**src/sv/st_pkg.sv**
```systemverilog
// Shared types, token kinds and character classifiers for the source tokenizer.
// Used by st_front, st_queue, st_back and source_tokenizer.
`default_nettype none
package st_pkg;

  localparam int OFFSET_WIDTH_DEF = 32;
  localparam int QUEUE_DEPTH_DEF  = 4;
  localparam int KEYWORD_MAX_LEN  = 8;
  localparam int NUM_KEYWORDS     = 13;
  localparam logic [7:0] ERROR_LIMIT_RST = 8'd20;

  localparam logic [5:0] KIND_IDENT   = 6'd13;
  localparam logic [5:0] KIND_INTEGER = 6'd14;
  localparam logic [5:0] KIND_PLUS    = 6'd15;
  localparam logic [5:0] KIND_MINUS   = 6'd16;
  localparam logic [5:0] KIND_STAR    = 6'd17;
  localparam logic [5:0] KIND_SLASH   = 6'd18;
  localparam logic [5:0] KIND_ASSIGN  = 6'd19;
  localparam logic [5:0] KIND_LT      = 6'd20;
  localparam logic [5:0] KIND_GT      = 6'd21;
  localparam logic [5:0] KIND_LE      = 6'd22;
  localparam logic [5:0] KIND_GE      = 6'd23;
  localparam logic [5:0] KIND_EQ      = 6'd24;
  localparam logic [5:0] KIND_NE      = 6'd25;
  localparam logic [5:0] KIND_AND     = 6'd26;
  localparam logic [5:0] KIND_OR      = 6'd27;
  localparam logic [5:0] KIND_BANG    = 6'd28;
  localparam logic [5:0] KIND_LPAREN  = 6'd29;
  localparam logic [5:0] KIND_RPAREN  = 6'd30;
  localparam logic [5:0] KIND_LBRACE  = 6'd31;
  localparam logic [5:0] KIND_RBRACE  = 6'd32;
  localparam logic [5:0] KIND_COLON   = 6'd33;
  localparam logic [5:0] KIND_SEMI    = 6'd34;
  localparam logic [5:0] KIND_EOF     = 6'd35;

  localparam logic OP_BYTE = 1'b0;
  localparam logic OP_END  = 1'b1;

  typedef enum logic [2:0] {
    MODE_IDLE, MODE_SLASH, MODE_COMMENT, MODE_IDENT,
    MODE_NUMBER, MODE_OP, MODE_STOPPED
  } mode_t;

  typedef struct packed {
    logic [5:0]  kind;
    logic        is_error;
    logic [31:0] line;
    logic [31:0] column;
    logic [31:0] offset;
    logic [15:0] length;
    logic [63:0] value;
    logic        end_marker;
  } tok_t;

  // One input word produces up to three tokens; they travel together.
  typedef struct packed {
    logic [1:0]      cnt;
    tok_t [2:0]      tok;
  } bundle_t;

  // Keyword text packed right-aligned, first byte most significant.
  localparam logic [63:0] KW_TEXT [NUM_KEYWORDS] = '{
    64'h66756e, 64'h72657475726e, 64'h6c6574, 64'h6966, 64'h656c7365,
    64'h7768696c65, 64'h666f72, 64'h627265616b, 64'h636f6e74696e7565,
    64'h74727565, 64'h66616c7365, 64'h693332, 64'h626f6f6c
  };
  localparam logic [3:0] KW_LEN [NUM_KEYWORDS] = '{
    4'd3, 4'd6, 4'd3, 4'd2, 4'd4, 4'd5, 4'd3, 4'd5, 4'd8, 4'd4, 4'd5, 4'd3, 4'd4
  };

  function automatic logic is_letter(input logic [7:0] b);
    return (b >= 8'h61 && b <= 8'h7a) || (b >= 8'h41 && b <= 8'h5a) || b == 8'h5f;
  endfunction

  function automatic logic is_num(input logic [7:0] b);
    return b >= 8'h30 && b <= 8'h39;
  endfunction

  function automatic logic is_blank(input logic [7:0] b);
    return b == 8'h20 || b == 8'h09 || b == 8'h0a || b == 8'h0d;
  endfunction

  function automatic logic [5:0] word_kind(input logic [63:0] buf_v, input logic [15:0] len);
    logic [5:0] k;
    k = KIND_IDENT;
    if (len <= 16'(KEYWORD_MAX_LEN)) begin
      for (int i = NUM_KEYWORDS - 1; i >= 0; i--) begin
        if (len == 16'(KW_LEN[i]) && buf_v == KW_TEXT[i]) k = 6'(i);
      end
    end
    return k;
  endfunction

  // {found, kind}
  function automatic logic [6:0] single_kind(input logic [7:0] b);
    logic [6:0] r;
    unique case (b)
      8'h2b:   r = {1'b1, KIND_PLUS};
      8'h2d:   r = {1'b1, KIND_MINUS};
      8'h2a:   r = {1'b1, KIND_STAR};
      8'h28:   r = {1'b1, KIND_LPAREN};
      8'h29:   r = {1'b1, KIND_RPAREN};
      8'h7b:   r = {1'b1, KIND_LBRACE};
      8'h7d:   r = {1'b1, KIND_RBRACE};
      8'h3a:   r = {1'b1, KIND_COLON};
      8'h3b:   r = {1'b1, KIND_SEMI};
      default: r = '0;
    endcase
    return r;
  endfunction

  function automatic logic is_op_start(input logic [7:0] b);
    return b == 8'h3d || b == 8'h3c || b == 8'h3e || b == 8'h21 || b == 8'h26 || b == 8'h7c;
  endfunction

  function automatic logic [6:0] one_char_kind(input logic [7:0] c);
    logic [6:0] r;
    unique case (c)
      8'h3d:   r = {1'b1, KIND_ASSIGN};
      8'h3c:   r = {1'b1, KIND_LT};
      8'h3e:   r = {1'b1, KIND_GT};
      8'h21:   r = {1'b1, KIND_BANG};
      default: r = '0;
    endcase
    return r;
  endfunction

  function automatic logic [6:0] two_char_kind(input logic [7:0] c, input logic [7:0] b);
    logic [6:0] r;
    unique case (c)
      8'h3d:   r = (b == 8'h3d) ? {1'b1, KIND_EQ}  : 7'd0;
      8'h3c:   r = (b == 8'h3d) ? {1'b1, KIND_LE}  : 7'd0;
      8'h3e:   r = (b == 8'h3d) ? {1'b1, KIND_GE}  : 7'd0;
      8'h21:   r = (b == 8'h3d) ? {1'b1, KIND_NE}  : 7'd0;
      8'h26:   r = (b == 8'h26) ? {1'b1, KIND_AND} : 7'd0;
      8'h7c:   r = (b == 8'h7c) ? {1'b1, KIND_OR}  : 7'd0;
      default: r = '0;
    endcase
    return r;
  endfunction

endpackage
`default_nettype wire

```
**src/sv/st_front.sv**
```systemverilog
// Front end: lexer state, one input word per cycle while accept is high, builds a bundle of tokens.
// Depends on st_pkg.
`default_nettype none
module st_front #(
  parameter int OFFSET_WIDTH = st_pkg::OFFSET_WIDTH_DEF
) (
  input  wire logic            clk,
  input  wire logic            rst_n,
  input  wire logic            accept,
  input  wire logic            operation,
  input  wire logic [7:0]      byte_in,
  input  wire logic            cfg_we,
  input  wire logic [7:0]      cfg_wdata,
  output st_pkg::bundle_t      bundle,
  output logic                 push
);

  st_pkg::mode_t mode_r, mode_nxt;
  logic [7:0]  pend_r, pend_nxt, ecnt_r, ecnt_nxt, limit_r, limit_nxt;
  logic [31:0] tline_r, tline_nxt, tcol_r, tcol_nxt, cline_r, cline_nxt, ccol_r, ccol_nxt;
  logic [OFFSET_WIDTH-1:0] toff_r, toff_nxt, coff_r, coff_nxt;
  logic [15:0] tlen_r, tlen_nxt;
  logic [63:0] kw_r, kw_nxt, num_r, num_nxt;

  always_ff @(posedge clk) begin
    if (!rst_n) begin
      mode_r  <= st_pkg::MODE_IDLE;
      pend_r  <= '0;
      ecnt_r  <= '0;
      limit_r <= st_pkg::ERROR_LIMIT_RST;
      tline_r <= 32'd1;
      tcol_r  <= 32'd1;
      cline_r <= 32'd1;
      ccol_r  <= 32'd1;
      toff_r  <= '0;
      coff_r  <= '0;
      tlen_r  <= '0;
      kw_r    <= '0;
      num_r   <= '0;
    end else begin
      mode_r  <= mode_nxt;
      pend_r  <= pend_nxt;
      ecnt_r  <= ecnt_nxt;
      limit_r <= limit_nxt;
      tline_r <= tline_nxt;
      tcol_r  <= tcol_nxt;
      cline_r <= cline_nxt;
      ccol_r  <= ccol_nxt;
      toff_r  <= toff_nxt;
      coff_r  <= coff_nxt;
      tlen_r  <= tlen_nxt;
      kw_r    <= kw_nxt;
      num_r   <= num_nxt;
    end
  end

  always_comb begin
    logic       done;
    logic [1:0] n;
    logic [6:0] k;
    logic [7:0] b;
    st_pkg::tok_t t;

    mode_nxt  = mode_r;
    pend_nxt  = pend_r;
    ecnt_nxt  = ecnt_r;
    limit_nxt = cfg_we ? cfg_wdata : limit_r;
    tline_nxt = tline_r;
    tcol_nxt  = tcol_r;
    cline_nxt = cline_r;
    ccol_nxt  = ccol_r;
    toff_nxt  = toff_r;
    coff_nxt  = coff_r;
    tlen_nxt  = tlen_r;
    kw_nxt    = kw_r;
    num_nxt   = num_r;
    bundle    = '0;
    n         = 2'd0;
    done      = 1'b0;
    b         = byte_in;
    t         = '0;
    k         = '0;

    if (accept) begin
      // Continue the pending token where the byte allows it.
      if (operation == st_pkg::OP_BYTE) begin
        case (mode_r)
          st_pkg::MODE_STOPPED: done = 1'b1;
          st_pkg::MODE_COMMENT: begin
            done = 1'b1;
            coff_nxt = coff_nxt + 1'b1;
            if (b == 8'h0a) begin
              cline_nxt = cline_nxt + 32'd1;
              ccol_nxt  = 32'd1;
              mode_nxt  = st_pkg::MODE_IDLE;
            end else begin
              ccol_nxt = ccol_nxt + 32'd1;
            end
          end
          st_pkg::MODE_IDENT: begin
            if (st_pkg::is_letter(b) || st_pkg::is_num(b)) begin
              done = 1'b1;
              if (tlen_r < 16'(st_pkg::KEYWORD_MAX_LEN)) kw_nxt = {kw_r[55:0], b};
              if (tlen_r != 16'hffff) tlen_nxt = tlen_r + 16'd1;
              coff_nxt = coff_nxt + 1'b1;
              ccol_nxt = ccol_nxt + 32'd1;
            end
          end
          st_pkg::MODE_NUMBER: begin
            if (st_pkg::is_num(b)) begin
              done = 1'b1;
              num_nxt = (num_r << 3) + (num_r << 1) + 64'(b - 8'h30);
              if (tlen_r != 16'hffff) tlen_nxt = tlen_r + 16'd1;
              coff_nxt = coff_nxt + 1'b1;
              ccol_nxt = ccol_nxt + 32'd1;
            end
          end
          st_pkg::MODE_SLASH: begin
            if (b == 8'h2f) begin
              done = 1'b1;
              coff_nxt = coff_nxt + 1'b1;
              ccol_nxt = ccol_nxt + 32'd1;
              mode_nxt = st_pkg::MODE_COMMENT;
            end
          end
          st_pkg::MODE_OP: begin
            k = st_pkg::two_char_kind(pend_r, b);
            if (k[6]) begin
              done = 1'b1;
              coff_nxt = coff_nxt + 1'b1;
              ccol_nxt = ccol_nxt + 32'd1;
              t = '{kind: k[5:0], is_error: 1'b0, line: tline_r, column: tcol_r,
                    offset: 32'(toff_r), length: 16'd2, value: 64'd0, end_marker: 1'b0};
              bundle.tok[n] = t;
              n = n + 2'd1;
              mode_nxt = st_pkg::MODE_IDLE;
              if (ecnt_nxt >= limit_r) begin
                t = '{kind: st_pkg::KIND_EOF, is_error: 1'b0, line: cline_nxt,
                      column: ccol_nxt, offset: 32'(coff_nxt), length: 16'd0,
                      value: 64'd0, end_marker: 1'b1};
                bundle.tok[n] = t;
                n = n + 2'd1;
                mode_nxt = st_pkg::MODE_STOPPED;
              end
            end
          end
          default: ;
        endcase
      end

      // Close the pending token.
      if (!done && (mode_r == st_pkg::MODE_IDENT || mode_r == st_pkg::MODE_NUMBER ||
                    mode_r == st_pkg::MODE_SLASH || mode_r == st_pkg::MODE_OP)) begin
        t = '{kind: st_pkg::KIND_EOF, is_error: 1'b0, line: tline_r, column: tcol_r,
              offset: 32'(toff_r), length: 16'd0, value: 64'd0, end_marker: 1'b0};
        case (mode_r)
          st_pkg::MODE_IDENT: begin
            t.kind   = st_pkg::word_kind(kw_r, tlen_r);
            t.length = tlen_r;
          end
          st_pkg::MODE_NUMBER: begin
            t.kind   = st_pkg::KIND_INTEGER;
            t.length = tlen_r;
            t.value  = num_r;
          end
          st_pkg::MODE_SLASH: begin
            t.kind   = st_pkg::KIND_SLASH;
            t.length = 16'd1;
          end
          default: begin
            k = st_pkg::one_char_kind(pend_r);
            if (k[6]) begin
              t.kind   = k[5:0];
              t.length = 16'd1;
            end else begin
              t.is_error = 1'b1;
              if (ecnt_nxt != 8'hff) ecnt_nxt = ecnt_nxt + 8'd1;
            end
          end
        endcase
        bundle.tok[n] = t;
        n = n + 2'd1;
        mode_nxt = st_pkg::MODE_IDLE;
        if (ecnt_nxt >= limit_r) begin
          t = '{kind: st_pkg::KIND_EOF, is_error: 1'b0, line: cline_nxt,
                column: ccol_nxt, offset: 32'(coff_nxt), length: 16'd0,
                value: 64'd0, end_marker: 1'b1};
          bundle.tok[n] = t;
          n = n + 2'd1;
          mode_nxt = st_pkg::MODE_STOPPED;
        end
      end

      if (operation == st_pkg::OP_END) begin
        if (mode_nxt != st_pkg::MODE_STOPPED) begin
          t = '{kind: st_pkg::KIND_EOF, is_error: 1'b0, line: cline_nxt,
                column: ccol_nxt, offset: 32'(coff_nxt), length: 16'd0,
                value: 64'd0, end_marker: 1'b1};
          bundle.tok[n] = t;
          n = n + 2'd1;
        end
        mode_nxt  = st_pkg::MODE_IDLE;
        pend_nxt  = '0;
        ecnt_nxt  = '0;
        tline_nxt = 32'd1;
        tcol_nxt  = 32'd1;
        cline_nxt = 32'd1;
        ccol_nxt  = 32'd1;
        toff_nxt  = '0;
        coff_nxt  = '0;
        tlen_nxt  = '0;
        kw_nxt    = '0;
        num_nxt   = '0;
      end else if (!done && mode_nxt != st_pkg::MODE_STOPPED) begin
        // Start a new token from idle.
        if (st_pkg::is_blank(b)) begin
          coff_nxt = coff_nxt + 1'b1;
          if (b == 8'h0a) begin
            cline_nxt = cline_nxt + 32'd1;
            ccol_nxt  = 32'd1;
          end else begin
            ccol_nxt = ccol_nxt + 32'd1;
          end
        end else begin
          tline_nxt = cline_nxt;
          tcol_nxt  = ccol_nxt;
          toff_nxt  = coff_nxt;
          coff_nxt  = coff_nxt + 1'b1;
          ccol_nxt  = ccol_nxt + 32'd1;
          k = st_pkg::single_kind(b);
          if (b == 8'h2f) begin
            mode_nxt = st_pkg::MODE_SLASH;
          end else if (st_pkg::is_op_start(b)) begin
            pend_nxt = b;
            mode_nxt = st_pkg::MODE_OP;
          end else if (st_pkg::is_letter(b)) begin
            kw_nxt   = 64'(b);
            tlen_nxt = 16'd1;
            mode_nxt = st_pkg::MODE_IDENT;
          end else if (st_pkg::is_num(b)) begin
            num_nxt  = 64'(b - 8'h30);
            tlen_nxt = 16'd1;
            mode_nxt = st_pkg::MODE_NUMBER;
          end else begin
            t = '{kind: st_pkg::KIND_EOF, is_error: 1'b0, line: tline_nxt,
                  column: tcol_nxt, offset: 32'(toff_nxt), length: 16'd0,
                  value: 64'd0, end_marker: 1'b0};
            if (k[6]) begin
              t.kind   = k[5:0];
              t.length = 16'd1;
            end else begin
              t.is_error = 1'b1;
              if (ecnt_nxt != 8'hff) ecnt_nxt = ecnt_nxt + 8'd1;
            end
            bundle.tok[n] = t;
            n = n + 2'd1;
            if (ecnt_nxt >= limit_r) begin
              t = '{kind: st_pkg::KIND_EOF, is_error: 1'b0, line: cline_nxt,
                    column: ccol_nxt, offset: 32'(coff_nxt), length: 16'd0,
                    value: 64'd0, end_marker: 1'b1};
              bundle.tok[n] = t;
              n = n + 2'd1;
              mode_nxt = st_pkg::MODE_STOPPED;
            end
          end
        end
      end
    end

    bundle.cnt = n;
    push = accept && (n != 2'd0);
  end

endmodule
`default_nettype wire

```
**src/sv/st_queue.sv**
```systemverilog
// Short register FIFO of token bundles between front and back end.
// Depends on st_pkg.
`default_nettype none
module st_queue #(
  parameter int QUEUE_DEPTH = st_pkg::QUEUE_DEPTH_DEF
) (
  input  wire logic            clk,
  input  wire logic            rst_n,
  input  wire logic            push,
  input  st_pkg::bundle_t      wdata,
  input  wire logic            pop,
  output st_pkg::bundle_t      head,
  output logic                 not_empty,
  output logic                 not_full
);

  localparam int PW = (QUEUE_DEPTH > 1) ? $clog2(QUEUE_DEPTH) : 1;
  localparam int CW = $clog2(QUEUE_DEPTH + 1);

  st_pkg::bundle_t mem_r [QUEUE_DEPTH];
  logic [PW-1:0] wr_r, wr_nxt, rd_r, rd_nxt;
  logic [CW-1:0] cnt_r, cnt_nxt;

  always_ff @(posedge clk) begin
    if (push) mem_r[wr_r] <= wdata;
  end

  always_ff @(posedge clk) begin
    if (!rst_n) begin
      wr_r  <= '0;
      rd_r  <= '0;
      cnt_r <= '0;
    end else begin
      wr_r  <= wr_nxt;
      rd_r  <= rd_nxt;
      cnt_r <= cnt_nxt;
    end
  end

  always_comb begin
    wr_nxt  = wr_r;
    rd_nxt  = rd_r;
    cnt_nxt = cnt_r;
    if (push) wr_nxt = (wr_r == PW'(QUEUE_DEPTH - 1)) ? '0 : wr_r + 1'b1;
    if (pop)  rd_nxt = (rd_r == PW'(QUEUE_DEPTH - 1)) ? '0 : rd_r + 1'b1;
    if (push && !pop) cnt_nxt = cnt_r + 1'b1;
    if (pop && !push) cnt_nxt = cnt_r - 1'b1;
  end

  assign head      = mem_r[rd_r];
  assign not_empty = (cnt_r != '0);
  assign not_full  = (cnt_r != CW'(QUEUE_DEPTH));

endmodule
`default_nettype wire

```
**src/sv/st_back.sv**
```systemverilog
// Back end: walks the head bundle and hands out one token word per cycle while out_ready is high.
// Depends on st_pkg.
`default_nettype none
module st_back (
  input  wire logic            clk,
  input  wire logic            rst_n,
  input  st_pkg::bundle_t      head,
  input  wire logic            not_empty,
  input  wire logic            out_ready,
  output logic                 out_valid,
  output st_pkg::tok_t         tok,
  output logic                 pop
);

  logic [1:0] idx_r, idx_nxt;
  logic       last;

  always_ff @(posedge clk) begin
    if (!rst_n) idx_r <= '0;
    else        idx_r <= idx_nxt;
  end

  always_comb begin
    out_valid = not_empty;
    tok       = head.tok[idx_r];
    last      = (idx_r == head.cnt - 2'd1);
    pop       = out_valid && out_ready && last;
    idx_nxt   = idx_r;
    // advance within the bundle, wrap on its last token
    if (out_valid && out_ready) idx_nxt = last ? 2'd0 : idx_r + 2'd1;
  end

endmodule
`default_nettype wire

```
**src/sv/source_tokenizer.sv**
```systemverilog
// Streaming lexer: source bytes in, tokens out, with position and value.
// Uses st_front, st_queue and st_back; types from st_pkg.
//
// Input channel (in_*): one word per source byte (in_operation = 0) and an
// end-of-source word (in_operation = 1). Output channel (out_*): one word per
// token. Both use valid/ready; a word moves when both are high.
// cfg_we writes the error limit from cfg_wdata; write it only while idle.
// Throughput: one input word per cycle while the FIFO is not full; the front
// end decides all tokens of a byte in the cycle it is taken. Tokens of one
// byte (up to three) leave one per cycle while out_ready is high, through a
// QUEUE_DEPTH-entry bundle FIFO that registers each bundle on acceptance.
// in_ready drops only while that FIFO is full, so a stalled receiver
// back-pressures the source after QUEUE_DEPTH bundles.
// Reset (rst_n low, synchronous) empties the FIFO, sets position to line 1,
// column 1, offset 0, clears the error count and sets the error limit to 20.
`default_nettype none
module source_tokenizer #(
  parameter int OFFSET_WIDTH = st_pkg::OFFSET_WIDTH_DEF,
  parameter int QUEUE_DEPTH  = st_pkg::QUEUE_DEPTH_DEF
) (
  input  wire logic               clk,
  input  wire logic               rst_n,
  input  wire logic               in_valid,
  output logic                    in_ready,
  input  wire logic               in_operation,
  input  wire logic [7:0]         in_byte_req,
  input  wire logic               cfg_we,
  input  wire logic [7:0]         cfg_wdata,
  output logic                    out_valid,
  input  wire logic               out_ready,
  output logic [5:0]              out_kind,
  output logic                    out_is_error,
  output logic [31:0]             out_start_line,
  output logic [31:0]             out_start_column,
  output logic [31:0]             out_start_offset,
  output logic [15:0]             out_length,
  output logic signed [63:0]      out_number_value,
  output logic                    out_end_marker
);

  st_pkg::bundle_t bundle, head;
  st_pkg::tok_t    tok;
  logic push, pop, not_empty, not_full;

  assign in_ready = not_full;

  st_front #(.OFFSET_WIDTH(OFFSET_WIDTH)) u_front (
    .clk, .rst_n,
    .accept    (in_valid && in_ready),
    .operation (in_operation),
    .byte_in   (in_byte_req),
    .cfg_we, .cfg_wdata,
    .bundle, .push
  );

  st_queue #(.QUEUE_DEPTH(QUEUE_DEPTH)) u_queue (
    .clk, .rst_n, .push,
    .wdata (bundle),
    .pop, .head, .not_empty, .not_full
  );

  st_back u_back (
    .clk, .rst_n, .head, .not_empty, .out_ready, .out_valid, .tok, .pop
  );

  assign out_kind         = tok.kind;
  assign out_is_error     = tok.is_error;
  assign out_start_line   = tok.line;
  assign out_start_column = tok.column;
  assign out_start_offset = tok.offset;
  assign out_length       = tok.length;
  assign out_number_value = tok.value;
  assign out_end_marker   = tok.end_marker;

endmodule
`default_nettype wire

```
**config.mk**
```make
export PLATFORM = sky130hd
export DESIGN_NAME = source_tokenizer
export DESIGN_NICKNAME = d
export VERILOG_FILES = /design/src/sv/st_pkg.sv /design/src/sv/st_front.sv /design/src/sv/st_queue.sv /design/src/sv/st_back.sv /design/src/sv/source_tokenizer.sv
export SDC_FILE = /design/constraint.sdc
export NUM_CORES = 2
export LEC_CHECK = 0
export BUFFER_PORTS_ARGS = -buffer_cell sky130_fd_sc_hd__buf_4
export CAP_MARGIN = 10
export CORE_AREA = 8 8 607 609
export DETAILED_ROUTE_END_ITERATION = 10
export DIE_AREA = 0 0 615 617
export PLACE_DENSITY = 0.45
export SYNTH_ARGS = -nofsm -noshare
export SYNTH_HDL_FRONTEND = slang
export SYNTH_SLANG_ARGS = --single-unit
```
**constraint.sdc**
```tcl
create_clock -name clk -period 28.9 [get_ports clk]
set_clock_uncertainty 0.1 [all_clocks]
set_input_delay 4.335 -clock clk [delete_from_list [all_inputs] [get_ports clk]]
set_output_delay 4.335 -clock clk [all_outputs]
set_load 0.01 [all_outputs]
```
# Word-level counts from Yosys, hierarchy flattened
# Memory sizes are Yosys's and may differ from the RTL's. A register that Yosys moved wholly into a read port is not among the register bits.
# Index checks and enable logic that the tools add are counted.
[word_totals] latch_bits=0 ram_bits=2216 romBits=0 memories=1 output_inout_bits=186 wordCells=432 register_bits=372
[op_classes] n_reduce_logical=55 div_mod_pow=0 mul=0 magnitude_cmp=20 add_sub_neg=22 n_bitwise=0 n_eq_ne=62 shifts=0 n_mux=255
[memory_table] memory="u_queue.mem_r" words=4 word_bits=554 rd=1 rd_ports_with_merged_regs=1 wr=1 line="st_queue.sv:20" text="st_pkg::bundle_t mem_r [QUEUE_DEPTH];"
[op_table] cell="2-to-1 mux 552 bit" count=13
[op_table] cell="bitwise mux 552 bit" count=5
[op_table] cell="demux 184 bit (select 2 bit)" count=4
[op_table] cell="2-to-1 mux 368 bit" count=4
[op_table] cell="2-to-1 mux 64 bit" count=21
[op_table] cell="2-to-1 mux 32 bit" count=36
[op_table] cell="2-to-1 mux 184 bit" count=6
[op_table] cell="binary-select mux 184 bit (select 2 bit)" count=1
[op_table] cell="2-to-1 mux 16 bit" count=20
[op_table] cell="one-hot mux 32 bit (5 select lines)" count=2
[op_table] cell="equality test 64 x 23 -> 1 bit (second input constant)" count=4
[op_table] cell="2-to-1 mux 8 bit" count=29
[op_table] cell="adder 32 x 1 -> 32 bit (second input constant)" count=6
[op_table] cell="equality test 64 x 31 -> 1 bit (second input constant)" count=3
[op_table] cell="equality test 64 x 39 -> 1 bit (second input constant)" count=3
[op_table] cell="equality test 8 x 6 -> 1 bit (second input constant)" count=19
[op_table] cell="adder 64 bit" count=2
[op_table] cell="2-to-1 mux 7 bit" count=16
[op_table] cell="2-to-1 mux 6 bit" count=13
[op_table] cell="2-to-1 mux 3 bit" count=22
[op_table] cell="equality test 64 x 15 -> 1 bit (second input constant)" count=1
[op_table] cell="equality test 64 x 47 -> 1 bit (second input constant)" count=1
[op_table] cell="equality test 64 x 63 -> 1 bit (second input constant)" count=1
[op_table] cell="one-hot mux 16 bit (2 select lines)" count=2
[op_table] cell="other kinds (48)" count=180

# Logic depth before layout (Yosys ltp)
[depth] word_depth=51 ltp_mapped=33

# Hierarchy
# A second synthesis with hierarchy kept.
[hier_totals] cells_unflattened=9731 area_unflattened_um2=126174.8
[modules_own_cells] module="st_queue" cells_per_inst=2941 seq_area_each_um2=66724.0 area_each_um2=80175.6 instances=1
[modules_own_cells] module="st_front" cells_per_inst=6158 seq_area_each_um2=7267.0 area_each_um2=42071.6 instances=1
[modules_own_cells] module="st_back" cells_per_inst=631 seq_area_each_um2=40.0 area_each_um2=3921.3 instances=1
[modules_own_cells] module="source_tokenizer" cells_per_inst=1 seq_area_each_um2=0.0 area_each_um2=6.3 instances=1

# Least setup slack after synthesis
# Ideal clock, no wire load.
[synth_path] path_kind="input -> register" from="input port in_byte_req[4]" to="memory u_queue.mem_r[0][0] (netlist name) (enable)" setup_slack_ns=6.047 arrival_time_ns=21.761 t_required_ns=27.807 path_stages=24 path_buffers=2 setup_ns=0.993 cell_sequence="ha_1 buf_2 and3b_1 and4b_1 a311oi_1 a211o_1 buf_6 nand4_1 or4_1 a311oi_1 a21oi_1 xnor2_1 ha_1 nand2b_1 a21oi_1 nor2b_1 o21ai_0 a21oi_1 o21ai_1 a21oi_1 nor2_1 xnor2_1 o21a_1 and2_1"
[synth_via] elab_chain_len=39 word_cells_on_any_way=114
[synth_lines] element="start, declared" line="source_tokenizer.sv:26" text="input wire logic [7:0] in_byte_req,"
[synth_lines] element="equality test 8 x 7 -> 1 bit, or another cell as far along" line="st_pkg.sv:113, st_pkg.sv:136"
[synth_lines] element="2-to-1 mux 7 bit, or another cell as far along" line="st_pkg.sv:136" text="8'h7c: r = (b == 8'h7c) ? {1'b1, KIND_OR} : 7'd0;"
[synth_lines] element="one-hot mux 7 bit (6 select lines)" line="st_pkg.sv:130" text="unique case (c)"
[synth_lines] element="2-to-1 mux 7 bit" line="st_front.sv:87" text="case (mode_r)"
[synth_lines] element="2-to-1 mux 7 bit" line="st_front.sv:86" text="if (operation == st_pkg::OP_BYTE) begin"
[synth_lines] element="2-to-1 mux 7 bit" line="st_front.sv:84" text="if (accept) begin"
[synth_lines] element="2-to-1 mux 1 bit" line="st_front.sv:128" text="if (k[6]) begin"
[synth_lines] element="one-hot mux 1 bit (5 select lines)" line="st_front.sv:87"
[synth_lines] element="[... 23 more ...]"
[synth_lines] element="2-to-1 mux 2 bit" line="st_front.sv:216" text="if (st_pkg::is_blank(b)) begin"
[synth_lines] element="2-to-1 mux 2 bit" line="st_front.sv:214" text="end else if (!done && mode_nxt != st_pkg::MODE_STOPPED) begin"
[synth_lines] element="2-to-1 mux 2 bit (*)" line="st_front.sv:194" text="if (operation == st_pkg::OP_END) begin"
[synth_lines] element="2-to-1 mux 2 bit (*)" line="st_front.sv:84"
[synth_lines] element="nonzero test 2 bit (*)" line="st_front.sv:271" text="push = accept && (n != 2'd0);"
[synth_lines] element="logical AND 1 bit (*)" line="st_front.sv:271"
[synth_lines] element="2-to-1 mux 1 bit (*)" line="st_queue.sv:25" text="if (push) mem_r[wr_r] <= wdata;"
[synth_lines] element="2-to-1 mux 1 bit (implied by the code) (*)" line="st_queue.sv:25"
[synth_lines] element="end, declared" line="st_queue.sv:20"
# Mark *: on every way between the ends. The rest lies on a longest branch, timed or not. The select of a mux whose other input is x is not followed.

# Worst setup path after layout
[layout_path] from="input port in_byte_req[4]" to="memory u_queue.mem_r[0][492] (netlist name) (enable)"
# Same word-level chain as after synthesis.

==> impl_results.md <==
* Status: finished, final reports clean
* Clk root buf: clkbuf_16
* Max-cap violations at 0
* RSZ-0062 raised after global routing: false
* Layout cells sized above 1 at 16.7%
* Area grow syn2layout at 13.9%
* Flops & latches, synth at 2,590
* Yosys cell types at 112
* Final hold viol count at 0
* CP max stage delay at 0.83 ns
* Hold_buf cts at 0
* WS Path Type: in2reg
* Final HPWL DP at 289,000 microns
* Seq/Total Area, Yosys at 59.2%
* Int Pwr at 6860 uW
* Post-synth top flop: edfxtp_1
* Warnings, synthesis at 0
* Routed vias at slightly below 90,000
* Final min period at around 15 ns
* Final setup viols at 0
* Multi-input combinational cell area at between 0.04 and 0.05 sq mm
* Setup crit start kind: input pin
* Placed cell count at 14,274
* Final #Nets at about 10,000
* Gate power share at 12.1%
* First-pass GRT wire length at about 660,000 microns
* Critical path endpoint category: register
* CP most frequent cell: buf_4
* CTS clk-pin slew, worst paths at 0.06 ns
* Max H-tree Level at 5
* GR Overflow Total at 0
* Die area at 0.379 sq mm
* Max-slew headroom at 12.2%
* Drt total wl at 461,000 microns
* Seq pwr share at 46.0%
* Req. time, crit path at 29.32 ns
* # port buffers at 207
* Max Freq at 69.0 MHz
* Buf+Inv Stages, Crit Path at 6
* CTS Buffer Depth at 4
* Area of the core at 0.358 sq mm
* Initial Utilization at 34.9%
* Final std cells w/o fill at 14,844
* Data arrival, critical path at 14.92 ns
* Die H at 617 microns
* FP Rows at between 200 and 250
* Worst Max-Slew Pin Slew at around 1.3 ns
* Cell Area, Synth at 0.125 sq mm
* Final Max Slew Viols at 0
* Hold Path Class: reg2reg
* Setup Buffers After CTS at 0
* Drt drc at 0
* Die width at 615 microns
* Sw Ratio at 25.7%
* Synth async-reset ratio at 0%
* CP delay by family, top: buffers and inverters
* Clk Latency, worst-skew pair at ~0.94 ns
* CTS tree: yes
* Ports at around 210
* Seq. cell area at ~0.074 sq mm
* Mapped Avg Cell Area at 12.8 sq um
* Area post-placement at between 0.1 and 0.15 sq mm
* CTS sink cnt at 2,590
* DRT iter0 DRCs at roughly 9,400
* Leakage at 0.0445 uW
* Fillcell total at 33,727
* WL per Instance at 31.0 microns
* Number of global-route vias before repair at 88,558
* Global Route Usage Sum at 23.4%
* Initial antenna violation count at 28
* NetSw at 2380 uW
* Power density cells at 64.9 mW/mm^2
* Largest net degree at the start of global routing at 126
* Post-cts gate resize count at 0
* Synth Instances at 9,749
* Drt first pass iters at 6
* Final Cell Area at ~0.14 sq mm
* Critical path's slowest cell: buf_4
* Tcrit/Tclk final at between 50 and 60%
* GPL Wtd Cong at 0.939
* Fin Setup TNS at 0 ns
* Worst vdd ir at 48.0 uV
* Syn_nets at 9,951
* Residual antenna-violating net count after detailed routing at 0
* Vias/cell at 5.95
* Clock power share at 41.9%
* Number of synthesized flops with an enable pin at around 2,200
* Core Util, Final at 39.8%
* Worst-path maximum fanout at 57
* Total CTS buffers at 302
==> per-stage QoR <==
step	worst slack (ns)	hold WS, ns	power [uW]
final	14.40	0.385	9230
after global routing	13.71	0.421	9550
after CTS	14.45	0.391	9360
after detailed placement	13.52	0.377	5480
after global placement	13.55	0.365	5470
after floorplan	6.05	0.339	5020
==> synthesized netlist by cell type (all sizes together), types with 16 or more instances <==
cell / instances / share of area, %
and4: 18 / 0.13
buf: 195 / 0.72
nand2: 816 / 2.5
a2111oi: 51 / 0.39
or4: 16 / 0.096
a22oi: 344 / 2.1
o21ai: 671 / 2.7
nor3b: 19 / 0.11
a32oi: 20 / 0.14
nor2: 969 / 2.9
mux2i: 205 / 1.6
inv: 108 / 0.32
o22ai: 84 / 0.42
nand3: 258 / 1.0
nand2b: 24 / 0.12
a31oi: 111 / 0.57
o21a: 35 / 0.22
xnor2: 246 / 1.7
a21o: 57 / 0.34
mux4: 554 / 10
ha: 118 / 1.2
a211oi: 69 / 0.42
nand4: 71 / 0.36
fa: 62 / 0.99
or2: 22 / 0.11
and2: 46 / 0.23
dfxtp: 374 / 6.0
nor2b: 34 / 0.17
edfxtp: 2216 / 53
clkbuf: 558 / 1.7
nor4: 58 / 0.36
or3: 32 / 0.16
and3: 89 / 0.45
xor2: 122 / 0.85
o31ai: 26 / 0.16
a221oi: 70 / 0.49
a21oi: 491 / 2.0
o221ai: 29 / 0.20
o211ai: 73 / 0.46
nor3: 135 / 0.56
==> worst register-to-register path, cell delays in order, from the launching register on <==
cell	delay, ns
dfxtp_1	0.99
inv_1	0.34
nand2b_1	0.70
nand2_1	0.36
nor3b_1	0.77
nand4_1	0.44
xnor2_1	0.28
inv_1	0.13
ha_1	0.19
inv_1	0.07
a311oi_1	0.53
a21oi_1	0.35
xnor2_1	0.23
ha_1	0.29
nand2b_1	0.14
a21oi_1	0.15
nor2b_1	0.06
o21ai_0	0.20
a21oi_1	0.22
o21ai_1	0.56
a21oi_1	0.13
nor2_1	0.16
xnor2_1	0.18
o21a_1	0.31
and2_4	0.66
buf_4	0.84
buf_4	0.89
buf_4	0.85
==> power groups by stage <==
| stage | clock network, uW | logic [uW] | registers, uW |
|---|---|---|---|
| after floorplan | 0 | 608 | 4410 |
| after global placement | 0 | 1150 | 4320 |
| after detailed placement | 0 | 1150 | 4330 |
| after CTS | 3950 | 1150 | 4250 |
| final | 3870 | 1120 | 4250 |
| after global routing | 4090 | 1190 | 4260 |
==> final cells by class <==
cell class	instances	area share, %
antenna	14	0.0246
clock buffer	371	5.64
clock inverter	183	1.36
inverter	111	0.298
multi-input combinational	6295	33.7
sequential	2590	52.0
tap	4773	4.19
timing repair buffer	507	2.76
==> placed cells by master (no fill, tap or decap), drive strengths merged, types with 118 or more instances in the layout <==
master,synthesis,layout
nand3,258,258
ha,118,118
nand2,816,816
a22oi,344,344
xnor2,246,246
xor2,122,122
dfxtp,374,374
buf,195,505
nor3,135,135
edfxtp,2216,2216
a21oi,491,491
inv,108,124
mux4,554,554
clkinv,3,124
mux2i,205,205
clkbuf,558,373
o21ai,671,671
nor2,969,969
==> registers in the layout, summed over array words and instances (netlist names), named ones only <==
name and cells:
u_back.idx_r 2, u_front.ccol_r 32, u_front.cline_r 32, u_front.coff_r 32, u_front.ecnt_r 8, u_front.kw_r 64
u_front.limit_r 8, u_front.mode_r 3, u_front.num_r 64, u_front.pend_r 8, u_front.tcol_r 32, u_front.tlen_r 16
u_front.tline_r 32, u_front.toff_r 32, u_queue.cnt_r 3, u_queue.mem_r 2216, u_queue.rd_r 2, u_queue.wr_r 2
==> cells by family after synthesis <==
group / Yosys count / share of synthesized area, %
adders and majority gates: 181 / 2.18
buffers and inverters: 864 / 2.73
muxes: 765 / 11.7
and+or+nand+nor: 2674 / 9.79
DFF: 2590 / 59.2
xor gates and xnor gates: 368 / 2.58
AOI/OAI and AO/OA: 2307 / 11.8
==> layer usage <==
metal	part of all wire (%)	track usage, %	vias to the layer above	wire, microns
met1	42	31.3	45719	196000
met2	46	37.7	3656	213000
li1	-	-	37906	-
met5	0.022	0	-	101
met4	4.8	10.1	14	22000
met3	6.6	3.71	1007	30200
==> final timing paths <==
path | start | end | slack (ns) | cells past startpoint
setup reg to reg | u_front.mode_r[0] | u_queue.mem_r[0][492] | 17.30 | 27
hold / removal | u_front.num_r[63] | u_front.num_r[63] | 0.39 | 2
setup / recovery | in_byte_req[4] | u_queue.mem_r[0][492] | 14.40 | 27
hold reg to reg | u_front.num_r[63] | u_front.num_r[63] | 0.39 | 2
No activity file was read; power rests on OpenSTA's default activity.
